### src/hw/rtl/mwsg_pkg.sv
`timescale 1ns / 1ps
package mwsg_pkg;

    localparam int MAX_PERIOD       = 1024;
    localparam int SINE_TABLE_DEPTH = 256;
    localparam int SAMPLE_FRAC_BITS = 14;

    localparam int WAVE_W   = 2;
    localparam int PLEN_W   = 11;
    localparam int IDX_W    = 10;
    localparam int SAMPLE_W = 16;

    localparam int PADDR_W = 3;
    localparam int PDATA_W = 32;

    localparam int TAB_AW  = $clog2(SINE_TABLE_DEPTH);
    localparam int TAB_W   = SAMPLE_FRAC_BITS + 1;
    // phase = round(i * 8D / 2n); 8D is a power of two
    localparam int PHASE_W = TAB_AW + 3;

    // ramp magnitude multiplier m (up to n), divider operand widths
    localparam int MAG_W      = IDX_W + 3;
    localparam int QUOT_W     = 14;
    localparam int DIVS_W     = PLEN_W + 3;
    localparam int DIVD_W     = DIVS_W + QUOT_W;
    localparam int DIV_STEPS  = QUOT_W;
    localparam int DIV_CNT_W  = $clog2(DIV_STEPS);

    localparam logic [SAMPLE_W-1:0] ONE_VAL      = SAMPLE_W'(1) << SAMPLE_FRAC_BITS;
    localparam logic [TAB_W-1:0]    TAB_ONE      = TAB_W'(1) << SAMPLE_FRAC_BITS;
    localparam logic [PLEN_W-1:0]   PERIOD_RESET = PLEN_W'(50);

    localparam longint unsigned HALF_PI_Q30 = 64'd1686629713;

    typedef enum logic [WAVE_W-1:0] {
        WAVE_SINE     = 2'd0,
        WAVE_SQUARE   = 2'd1,
        WAVE_SAW      = 2'd2,
        WAVE_TRIANGLE = 2'd3
    } wave_t;

    typedef enum logic {
        REG_WAVEFORM = 1'b0,
        REG_PERIOD   = 1'b1
    } reg_idx_t;

    typedef enum logic [1:0] {
        ST_IDLE,
        ST_DIVIDE,
        ST_FINISH
    } state_t;

    typedef struct packed {
        logic load;
        logic step;
        logic out_load;
    } dp_cmd_t;

    typedef struct packed {
        logic div_last;
    } dp_sts_t;

    typedef logic [TAB_W-1:0] sine_tab_t [SINE_TABLE_DEPTH];

    // sin(pi/2 * k/D) by a Q30 Taylor series, rounded to the sample fraction
    function automatic logic [TAB_W-1:0] sine_entry(input int unsigned k);
        longint unsigned x;
        longint unsigned x2;
        longint unsigned term;
        longint unsigned s;
        longint          sum;
        int unsigned     shift;
        x     = (longint'(k) * HALF_PI_Q30) / SINE_TABLE_DEPTH;
        x2    = (x * x) >> 30;
        term  = x;
        sum   = longint'(x);
        shift = 30 - SAMPLE_FRAC_BITS;
        // odd terms up to x^17; term j divides by (2j)(2j+1)
        term  = ((term * x2) >> 30) / 64'd6;
        sum   = sum - longint'(term);
        term  = ((term * x2) >> 30) / 64'd20;
        sum   = sum + longint'(term);
        term  = ((term * x2) >> 30) / 64'd42;
        sum   = sum - longint'(term);
        term  = ((term * x2) >> 30) / 64'd72;
        sum   = sum + longint'(term);
        term  = ((term * x2) >> 30) / 64'd110;
        sum   = sum - longint'(term);
        term  = ((term * x2) >> 30) / 64'd156;
        sum   = sum + longint'(term);
        term  = ((term * x2) >> 30) / 64'd210;
        sum   = sum - longint'(term);
        term  = ((term * x2) >> 30) / 64'd272;
        sum   = sum + longint'(term);
        if (sum < 0)
            sum = 0;
        s = longint'(sum);
        if (shift > 0)
            s = (s + (64'd1 << (shift - 1))) >> shift;
        if (s > longint'(ONE_VAL))
            s = longint'(ONE_VAL);
        return TAB_W'(s);
    endfunction

    function automatic sine_tab_t build_sine_tab();
        sine_tab_t tab;
        for (int k = 0; k < SINE_TABLE_DEPTH; k++)
            tab[k] = sine_entry(k);
        return tab;
    endfunction

    localparam sine_tab_t SINE_TAB = build_sine_tab();

endpackage

### src/hw/rtl/mwsg_cfg.sv
`timescale 1ns / 1ps
module mwsg_cfg (
    input  logic                          clk,
    input  logic                          rst_n,
    input  logic                          psel,
    input  logic                          penable,
    input  logic                          pwrite,
    input  logic [mwsg_pkg::PADDR_W-1:0]  paddr,
    input  logic [mwsg_pkg::PDATA_W-1:0]  pwdata,
    output logic [mwsg_pkg::PDATA_W-1:0]  prdata,
    output logic                          pready,
    output mwsg_pkg::wave_t               waveform,
    output logic [mwsg_pkg::PLEN_W-1:0]   period_len
);
    import mwsg_pkg::*;

    wave_t              waveform_reg, waveform_next;
    logic [PLEN_W-1:0]  period_reg, period_next;
    reg_idx_t           reg_idx;
    logic               wr_en;

    assign pready  = 1'b1;
    assign wr_en   = psel & penable & pwrite & pready;
    assign reg_idx = reg_idx_t'(paddr[PADDR_W-1:2]);

    always_comb
    begin
        waveform_next = waveform_reg;
        period_next   = period_reg;
        if (wr_en)
        begin
            unique case (reg_idx)
                REG_WAVEFORM: waveform_next = wave_t'(pwdata[WAVE_W-1:0]);
                REG_PERIOD:   period_next   = pwdata[PLEN_W-1:0];
            endcase
        end
    end

    always_comb
    begin
        unique case (reg_idx)
            REG_WAVEFORM: prdata = PDATA_W'(waveform_reg);
            REG_PERIOD:   prdata = PDATA_W'(period_reg);
        endcase
    end

    always_ff @(posedge clk or negedge rst_n)
    begin
        if (!rst_n)
        begin
            waveform_reg <= WAVE_SINE;
            period_reg   <= PERIOD_RESET;
        end
        else
        begin
            waveform_reg <= waveform_next;
            period_reg   <= period_next;
        end
    end

    assign waveform   = waveform_reg;
    assign period_len = period_reg;

endmodule

### src/hw/rtl/mwsg_ctrl.sv
`timescale 1ns / 1ps
module mwsg_ctrl (
    input  logic              clk,
    input  logic              rst_n,
    input  logic              tick_valid,
    input  logic              tick,
    output logic              tick_stall,
    output logic              sample_valid,
    input  logic              sample_stall,
    output mwsg_pkg::dp_cmd_t cmd,
    input  mwsg_pkg::dp_sts_t sts
);
    import mwsg_pkg::*;

    state_t state_reg, state_next;
    logic   out_valid_reg, out_valid_next;
    logic   out_free;

    assign out_free = !out_valid_reg || !sample_stall;

    always_comb
    begin
        state_next = state_reg;
        unique case (state_reg)
            ST_IDLE:
            begin
                if (tick_valid && tick)
                    state_next = ST_DIVIDE;
            end
            ST_DIVIDE:
            begin
                if (sts.div_last)
                    state_next = ST_FINISH;
            end
            ST_FINISH:
            begin
                if (out_free)
                    state_next = ST_IDLE;
            end
            default: state_next = ST_IDLE;
        endcase
    end

    always_comb
    begin
        cmd        = '0;
        tick_stall = 1'b1;
        unique case (state_reg)
            ST_IDLE:
            begin
                tick_stall = 1'b0;
                cmd.load   = tick_valid && tick;
            end
            ST_DIVIDE: cmd.step     = 1'b1;
            ST_FINISH: cmd.out_load = out_free;
            default:   cmd          = '0;
        endcase
    end

    // hold the word until taken, refill from the finish state
    always_comb
    begin
        out_valid_next = out_valid_reg;
        if (cmd.out_load)
            out_valid_next = 1'b1;
        else if (!sample_stall)
            out_valid_next = 1'b0;
    end

    always_ff @(posedge clk or negedge rst_n)
    begin
        if (!rst_n)
        begin
            state_reg     <= ST_IDLE;
            out_valid_reg <= 1'b0;
        end
        else
        begin
            state_reg     <= state_next;
            out_valid_reg <= out_valid_next;
        end
    end

    assign sample_valid = out_valid_reg;

endmodule

### src/hw/rtl/mwsg_dp.sv
`timescale 1ns / 1ps
module mwsg_dp (
    input  logic                                clk,
    input  logic                                rst_n,
    input  mwsg_pkg::dp_cmd_t                   cmd,
    output mwsg_pkg::dp_sts_t                   sts,
    input  mwsg_pkg::wave_t                     waveform,
    input  logic [mwsg_pkg::PLEN_W-1:0]         period_len,
    output logic signed [mwsg_pkg::SAMPLE_W-1:0] sample_value,
    output logic [mwsg_pkg::IDX_W-1:0]          sample_index,
    output logic                                period_end
);
    import mwsg_pkg::*;

    // sample index state
    logic [IDX_W-1:0]     position_reg, position_next;

    // operand setup
    logic [PLEN_W-1:0]    n_eff, n_minus1, idx_ext, rest, half_n, quarter_n, three_q_n;
    logic [PLEN_W:0]      three_n;
    logic [IDX_W-1:0]     idx;
    logic                 is_last;
    logic [MAG_W-1:0]     idx_x2, idx_x4, rest_x2, rest_x4, n_x2, mag;
    logic                 neg;
    logic [DIVS_W-1:0]    n_x5, divisor;
    logic [DIVD_W-1:0]    dividend;

    // item registers
    wave_t                wave_reg;
    logic                 neg_reg, sq_pos_reg, last_reg;
    logic [IDX_W-1:0]     idx_reg;

    // divider
    logic [DIVS_W-1:0]    divisor_reg, rem_reg;
    logic [QUOT_W-1:0]    quot_reg;
    logic [DIV_CNT_W-1:0] cnt_reg;
    logic [DIVS_W:0]      rem_shift, rem_diff;
    logic                 rem_ge;

    // result
    logic [PHASE_W-1:0]   phase;
    logic                 wrap;
    logic [1:0]           quad;
    logic [TAB_AW-1:0]    k_off, tab_idx;
    logic [TAB_W-1:0]     tab_mag;
    logic [SAMPLE_W-1:0]  sine_mag, sine_val, ramp_mag, ramp_val, sample_next;
    logic [SAMPLE_W-1:0]  sample_value_reg;
    logic [IDX_W-1:0]     sample_index_reg;
    logic                 period_end_reg;

    always_comb
    begin
        if (period_len == '0)
            n_eff = PLEN_W'(1);
        else if (period_len > PLEN_W'(MAX_PERIOD))
            n_eff = PLEN_W'(MAX_PERIOD);
        else
            n_eff = period_len;
    end

    // a stale position past a shortened period restarts at zero
    assign idx       = ({1'b0, position_reg} < n_eff) ? position_reg : '0;
    assign idx_ext   = {1'b0, idx};
    assign n_minus1  = n_eff - PLEN_W'(1);
    assign is_last   = (idx_ext == n_minus1);
    assign rest      = n_eff - idx_ext;
    assign half_n    = n_eff >> 1;
    assign quarter_n = n_eff >> 2;
    assign three_n   = {n_eff, 1'b0} + {1'b0, n_eff};
    assign three_q_n = PLEN_W'(three_n >> 2);

    assign idx_x2  = MAG_W'(idx_ext) << 1;
    assign idx_x4  = MAG_W'(idx_ext) << 2;
    assign rest_x2 = MAG_W'(rest) << 1;
    assign rest_x4 = MAG_W'(rest) << 2;
    assign n_x2    = MAG_W'(n_eff) << 1;
    assign n_x5    = (DIVS_W'(n_eff) << 2) + DIVS_W'(n_eff);

    // ramp numerator is +/- m * ONE; quotient is round(m * ONE / 5n)
    always_comb
    begin
        mag = '0;
        neg = 1'b0;
        unique case (waveform)
            WAVE_SINE, WAVE_SQUARE:
            begin
                mag = '0;
                neg = 1'b0;
            end
            WAVE_SAW:
            begin
                if (idx_ext <= half_n)
                    mag = idx_x2;
                else
                begin
                    mag = rest_x2;
                    neg = 1'b1;
                end
            end
            WAVE_TRIANGLE:
            begin
                if (idx_ext <= quarter_n)
                    mag = idx_x4;
                else if (idx_ext <= three_q_n)
                begin
                    if (idx_x4 > n_x2)
                    begin
                        mag = idx_x4 - n_x2;
                        neg = 1'b1;
                    end
                    else
                        mag = n_x2 - idx_x4;
                end
                else
                begin
                    mag = rest_x4;
                    neg = 1'b1;
                end
            end
        endcase
    end

    always_comb
    begin
        if (waveform == WAVE_SINE)
        begin
            dividend = (DIVD_W'(idx) << PHASE_W) + DIVD_W'(n_eff);
            divisor  = DIVS_W'(n_eff) << 1;
        end
        else
        begin
            dividend = (DIVD_W'(mag) << (SAMPLE_FRAC_BITS + 1)) + DIVD_W'(n_x5);
            divisor  = n_x5 << 1;
        end
    end

    assign position_next = is_last ? '0 : IDX_W'(idx_ext + PLEN_W'(1));

    always_ff @(posedge clk or negedge rst_n)
    begin
        if (!rst_n)
            position_reg <= '0;
        else if (cmd.load)
            position_reg <= position_next;
    end

    // restoring divider, one quotient bit per step
    assign rem_shift = {rem_reg, quot_reg[QUOT_W-1]};
    assign rem_diff  = rem_shift - {1'b0, divisor_reg};
    assign rem_ge    = (rem_shift >= {1'b0, divisor_reg});

    always_ff @(posedge clk)
    begin
        if (cmd.load)
        begin
            wave_reg    <= waveform;
            neg_reg     <= neg;
            sq_pos_reg  <= (idx_ext < half_n);
            last_reg    <= is_last;
            idx_reg     <= idx;
            divisor_reg <= divisor;
            rem_reg     <= dividend[DIVD_W-1:QUOT_W];
            quot_reg    <= dividend[QUOT_W-1:0];
            cnt_reg     <= '0;
        end
        else if (cmd.step)
        begin
            rem_reg  <= rem_ge ? rem_diff[DIVS_W-1:0] : rem_shift[DIVS_W-1:0];
            quot_reg <= {quot_reg[QUOT_W-2:0], rem_ge};
            cnt_reg  <= cnt_reg + DIV_CNT_W'(1);
        end
    end

    assign sts.div_last = (cnt_reg == DIV_CNT_W'(DIV_STEPS - 1));

    // sine: fold the phase into a quadrant and a quarter-table offset
    assign phase    = quot_reg[PHASE_W-1:0];
    assign wrap     = phase[PHASE_W-1];
    assign quad     = wrap ? 2'b00 : phase[TAB_AW+1:TAB_AW];
    assign k_off    = wrap ? '0 : phase[TAB_AW-1:0];
    assign tab_idx  = quad[0] ? ('0 - k_off) : k_off;
    assign tab_mag  = (quad[0] && (k_off == '0)) ? TAB_ONE : SINE_TAB[tab_idx];
    assign sine_mag = SAMPLE_W'(tab_mag);
    assign sine_val = quad[1] ? ('0 - sine_mag) : sine_mag;

    assign ramp_mag = SAMPLE_W'(quot_reg);
    assign ramp_val = neg_reg ? ('0 - ramp_mag) : ramp_mag;

    always_comb
    begin
        unique case (wave_reg)
            WAVE_SINE:               sample_next = sine_val;
            WAVE_SQUARE:             sample_next = sq_pos_reg ? ONE_VAL : ('0 - ONE_VAL);
            WAVE_SAW, WAVE_TRIANGLE: sample_next = ramp_val;
        endcase
    end

    always_ff @(posedge clk)
    begin
        if (cmd.out_load)
        begin
            sample_value_reg <= sample_next;
            sample_index_reg <= idx_reg;
            period_end_reg   <= last_reg;
        end
    end

    assign sample_value = sample_value_reg;
    assign sample_index = sample_index_reg;
    assign period_end   = period_end_reg;

endmodule

### src/hw/rtl/multi_waveform_sample_generator_top.sv
`timescale 1ns / 1ps
// Channel   Direction  Handshake            Word
// -------   ---------  -------------------  -----------------------------------------
// tick      in         tick_valid/stall     tick
// sample    out        sample_valid/stall   sample_value, sample_index, period_end
// config    in         APB (psel/penable)   waveform @0x0, period_len @0x4
//
// One word in flight: accept, step the restoring divider, then form the sample
// in the finish state once the output register is free; the next tick word is
// taken back in idle. A tick word with tick low is absorbed in the idle state.
// Reset (rst_n low, asynchronous) clears the sample index and sets the
// registers to sine and a period of 50. A stalled sample holds the output
// register; the next tick is still taken and waits finished in the datapath.
module multi_waveform_sample_generator_top (
    input  logic                                clk,
    input  logic                                rst_n,
    input  logic                                psel,
    input  logic                                penable,
    input  logic                                pwrite,
    input  logic [mwsg_pkg::PADDR_W-1:0]        paddr,
    input  logic [mwsg_pkg::PDATA_W-1:0]        pwdata,
    output logic [mwsg_pkg::PDATA_W-1:0]        prdata,
    output logic                                pready,
    input  logic                                tick_valid,
    output logic                                tick_stall,
    input  logic                                tick,
    output logic                                sample_valid,
    input  logic                                sample_stall,
    output logic signed [mwsg_pkg::SAMPLE_W-1:0] sample_value,
    output logic [mwsg_pkg::IDX_W-1:0]          sample_index,
    output logic                                period_end
);
    import mwsg_pkg::*;

    wave_t             waveform;
    logic [PLEN_W-1:0] period_len;
    dp_cmd_t           cmd;
    dp_sts_t           sts;

    mwsg_cfg u_cfg (
        .clk        (clk),
        .rst_n      (rst_n),
        .psel       (psel),
        .penable    (penable),
        .pwrite     (pwrite),
        .paddr      (paddr),
        .pwdata     (pwdata),
        .prdata     (prdata),
        .pready     (pready),
        .waveform   (waveform),
        .period_len (period_len)
    );

    mwsg_ctrl u_ctrl (
        .clk          (clk),
        .rst_n        (rst_n),
        .tick_valid   (tick_valid),
        .tick         (tick),
        .tick_stall   (tick_stall),
        .sample_valid (sample_valid),
        .sample_stall (sample_stall),
        .cmd          (cmd),
        .sts          (sts)
    );

    mwsg_dp u_dp (
        .clk          (clk),
        .rst_n        (rst_n),
        .cmd          (cmd),
        .sts          (sts),
        .waveform     (waveform),
        .period_len   (period_len),
        .sample_value (sample_value),
        .sample_index (sample_index),
        .period_end   (period_end)
    );

endmodule

### config.mk
export PLATFORM = sky130hd
export DESIGN_NAME = multi_waveform_sample_generator_top
export DESIGN_NICKNAME = d
export VERILOG_FILES = /design/src/hw/rtl/mwsg_pkg.sv /design/src/hw/rtl/mwsg_cfg.sv /design/src/hw/rtl/mwsg_ctrl.sv /design/src/hw/rtl/mwsg_dp.sv /design/src/hw/rtl/multi_waveform_sample_generator_top.sv
export SDC_FILE = /design/constraint.sdc
export NUM_CORES = 1
export LEC_CHECK = 0
export BUFFER_PORTS_ARGS = -buffer_cell sky130_fd_sc_hd__buf_2
export CORE_MARGIN = 1.5
export CORE_UTILIZATION = 34
export CTS_BUF_LIST = sky130_fd_sc_hd__clkbuf_8
export CTS_CLUSTER_SIZE = 20
export DETAILED_ROUTE_END_ITERATION = 16
export PLACE_DENSITY = 0.51
export REMOVE_ABC_BUFFERS = 1
export SYNTH_ARGS = -nofsm -noshare
export SYNTH_HDL_FRONTEND = slang
export SYNTH_SLANG_ARGS = --single-unit
### constraint.sdc
create_clock -name clk -period 5.4 [get_ports clk]
set_input_delay 0.27 -clock clk [delete_from_list [all_inputs] [get_ports clk]]
set_output_delay 0.27 -clock clk [all_outputs]
set_load 0.02 [all_outputs]
==> summary.txt <==
Run status
  • Outcome: complete, no violations

GRT
  • Largest net degree at the start of global routing: 54
  • GRT Overall Usage: 30.3%
  • GRT overflow: 0
  • Vias in the first global route: 16,400
  • Initial antenna violation count: 1
  • First-pass GRT wire length: roughly 110,000 um

Final layout
  • Fillers: around 4,700
  • Nets: roughly 2,200
  • Commonest non-fill, non-tap cells in the layout: buf_4 (189), nand2_1 (165), a21oi_1 (127), o21ai_0 (117), nor2_1 (115)
  • P&R area growth vs syn: 16.0%
  • N_diodes: 0
  • Commonest non-fill, non-tap cell in the layout: buf_4
  • Number of flip-flops in the largest register: 16
  • Final Core Density: about two fifths
  • Layout cells sized above 1: 20.4%

Worst setup path
  • Worst reg2reg endpoint: u_dp.sample_value[15]$_DFFE_PP_
  • CP arrival: 5.46 ns
  • Setup CP Type: flop to flop
  • Worst r2r src: u_dp.quot_reg[10]$_DFFE_PP_
  • Endpoint class of the critical path: flop
  • Setup crit start: u_dp.quot_reg[10]$_DFFE_PP_
  • Internal reg-to-reg setup slack: around 0.16 ns
  • Critical Path Source Type: flop
  • CP max FO: 10
  • Critical path endpoint: u_dp.sample_value[15]$_DFFE_PP_
  • Req. time, crit path: 5.62 ns
  • R2R cell count: 14

Synthesis
  • Syn avg cell area: roughly 8 um2
  • Top_reg_cell synth: edfxtp_1
  • Sequential-to-total area share from yosys stat: 20.9%
  • Yosys Warn Count: 0
  • Synth Register Bits: 113
  • Post-Syn Area: 15,400 um2
  • Post-synth EDFFs: slightly above 80
  • Synth Instances: around 1,900
  • Share of flip-flops with an asynchronous set or reset: 23.0%
  • Cell variety after synth: 109

Routing
  • DR vias/cell: 6.32
  • First DRT Iteration DRCs: 1,975
  • DRC violations left: 0
  • WL per Instance: 27.3 um
  • First-pass iteration count of the detailed router: 9
  • Routed via count: 16,800
  • Antenna-violating nets left: 0
  • Routed WL: approximately 73,000 um

Floorplanning
  • DIE AREA: 46,700 um2
  • Core Area: 44,500 um2
  • Die Wd: between 200 and 250 um
  • Initial Utilization: 34.7%
  • Boundary Pins: 105
  • Height of the chip: 216 um
  • FP Rows: 77

Place
  • DPL Wire Length: 55,400 um
  • Place WS: 0.0346 ns
  • Gpl congestion: about 1.0
  • PortBufs: just under 60

Timing
  • Slew headroom: 33.3%
  • Layout Skew: 0.0121 ns
  • Pins over their slew limit: 0
  • Worst-Margin Slew: between 0.9 and 1 ns
  • Worst hold slack: 0.0386 ns
  • Period utilization: 97.1%
  • Final Hold Viols: 0
  • Final setup violation count: 0
  • PnR worst setup slack: 0.156 ns
  • Highest clock rate: between 150 and 200 MHz
  • Fin crit period: about 5.2 ns

CTS
  • H-tree depth: 4
  • Worst-path clk slew: 0.08 ns
  • TritonCTS clock tree: built
  • Total CTS buffers: 17
  • Sink Count: 113
  • Clock buffer depth: 2
  • Later-pin clock latency in the skew report: approximately 0.47 ns
  • Clock root buffer: clkbuf_8

Run
  • Max_cap viols: 0

Min path
  • Hold Path Class: input port to flop
area by class of cell:
type | instances | area [um2] | area share [%]
Inverter | 102 | 399 | 2.23
Sequential cell | 113 | 3230 | 18.0
Multi-Input combinational cell | 1573 | 11300 | 62.9
Timing Repair inverter | 1 | 5.00 | 0.0279
Timing Repair Buffer | 254 | 1800 | 10.0
Clock buffer | 20 | 275 | 1.54
Tap cell | 592 | 741 | 4.13
Clock inverter | 12 | 203 | 1.13
synthesized netlist by cell type (all sizes together) (35+ instances only):
master	n	area (um2)
nand3	57	285
ha	121	1510
nor2	121	475
o21ai	133	688
inv	99	377
buf	101	641
nand2	169	642
clkbuf	64	240
o211ai	41	328
edfxtp	83	2490
xnor2	54	488
nor3	50	265
a21oi	129	646
mux2i	44	440
a21o	35	263
a211oi	43	338
through the flow:
step / instance area [um2] / cells / TNS, ns
after CTS: 17600 / 2654 / 0
final: 17900 / 2667 / 0
after global placement: 17100 / 2619 / 0
after global routing: 17900 / 2667 / -0.101
after detailed placement: 17100 / 2619 / 0
after floorplan: 14600 / 1788 / -29.10
routing by layer:
layer  wire length, um  global-route usage (%)  up-vias  part of all wire, %
li1                  -                       -     7554                    -
met1             28300                    36.1     8121                   39
met2             34300                    51.2      916                   47
met3              5060                    4.79      256                  7.0
met4              5060                    18.9        0                  7.0
met5                 0                       0        -                    0
worst min path at each step:
stage / from / to / cells past startpoint
after CTS: pwdata[8] / u_cfg.period_len[8]$_DFFE_PN0P_ / 2
after floorplan: rst_n / u_cfg.period_len[0]$_DFFE_PN0P_ / 0
after global routing: pwdata[8] / u_cfg.period_len[8]$_DFFE_PN0P_ / 2
after global placement: rst_n / u_cfg.waveform[1]$_DFFE_PN0P_ / 1
after detailed placement: rst_n / u_cfg.waveform[1]$_DFFE_PN0P_ / 1
final: pwdata[8] / u_cfg.period_len[8]$_DFFE_PN0P_ / 2
cell families after synthesis:
family                     after synthesis  synth area share [%]
AOI/OAI and AO/OA                      675                  30.6
xor gates and xnor gates                82                  4.84
adders and majority gates              128                  10.6
buffers and inverters                  267                  8.21
DFF                                    113                  20.9
muxes                                   78                  5.33
other                                    2                0.0486
and+or+nand+nor                        588                  19.4
critical path: stages (launching register included):
cell      delay (ns)
edfxtp_1        0.43
nand2b_1        0.16
ha_1            0.42
nor3b_2         0.46
mux2i_1         0.40
and2_1          0.58
nand2_1         0.38
buf_4           0.27
a31oi_1         0.26
or4_1           0.23
o211ai_2        0.27
nor2_1          0.31
and3_1          0.37
nand4_1         0.13
a41o_1          0.29
timing repair:
item	in CTS	in global routing
hold endpoints to repair	25	0
gates cloned	0	1
buffers inserted	0	12
pin swaps	0	13
hold buffers	3	0
resized for setup	1	52
endpoints found under the setup margin	1	23
Power is not shown: default switching activity piles up to over one toggle a cycle in this logic, so the estimate is an artifact.
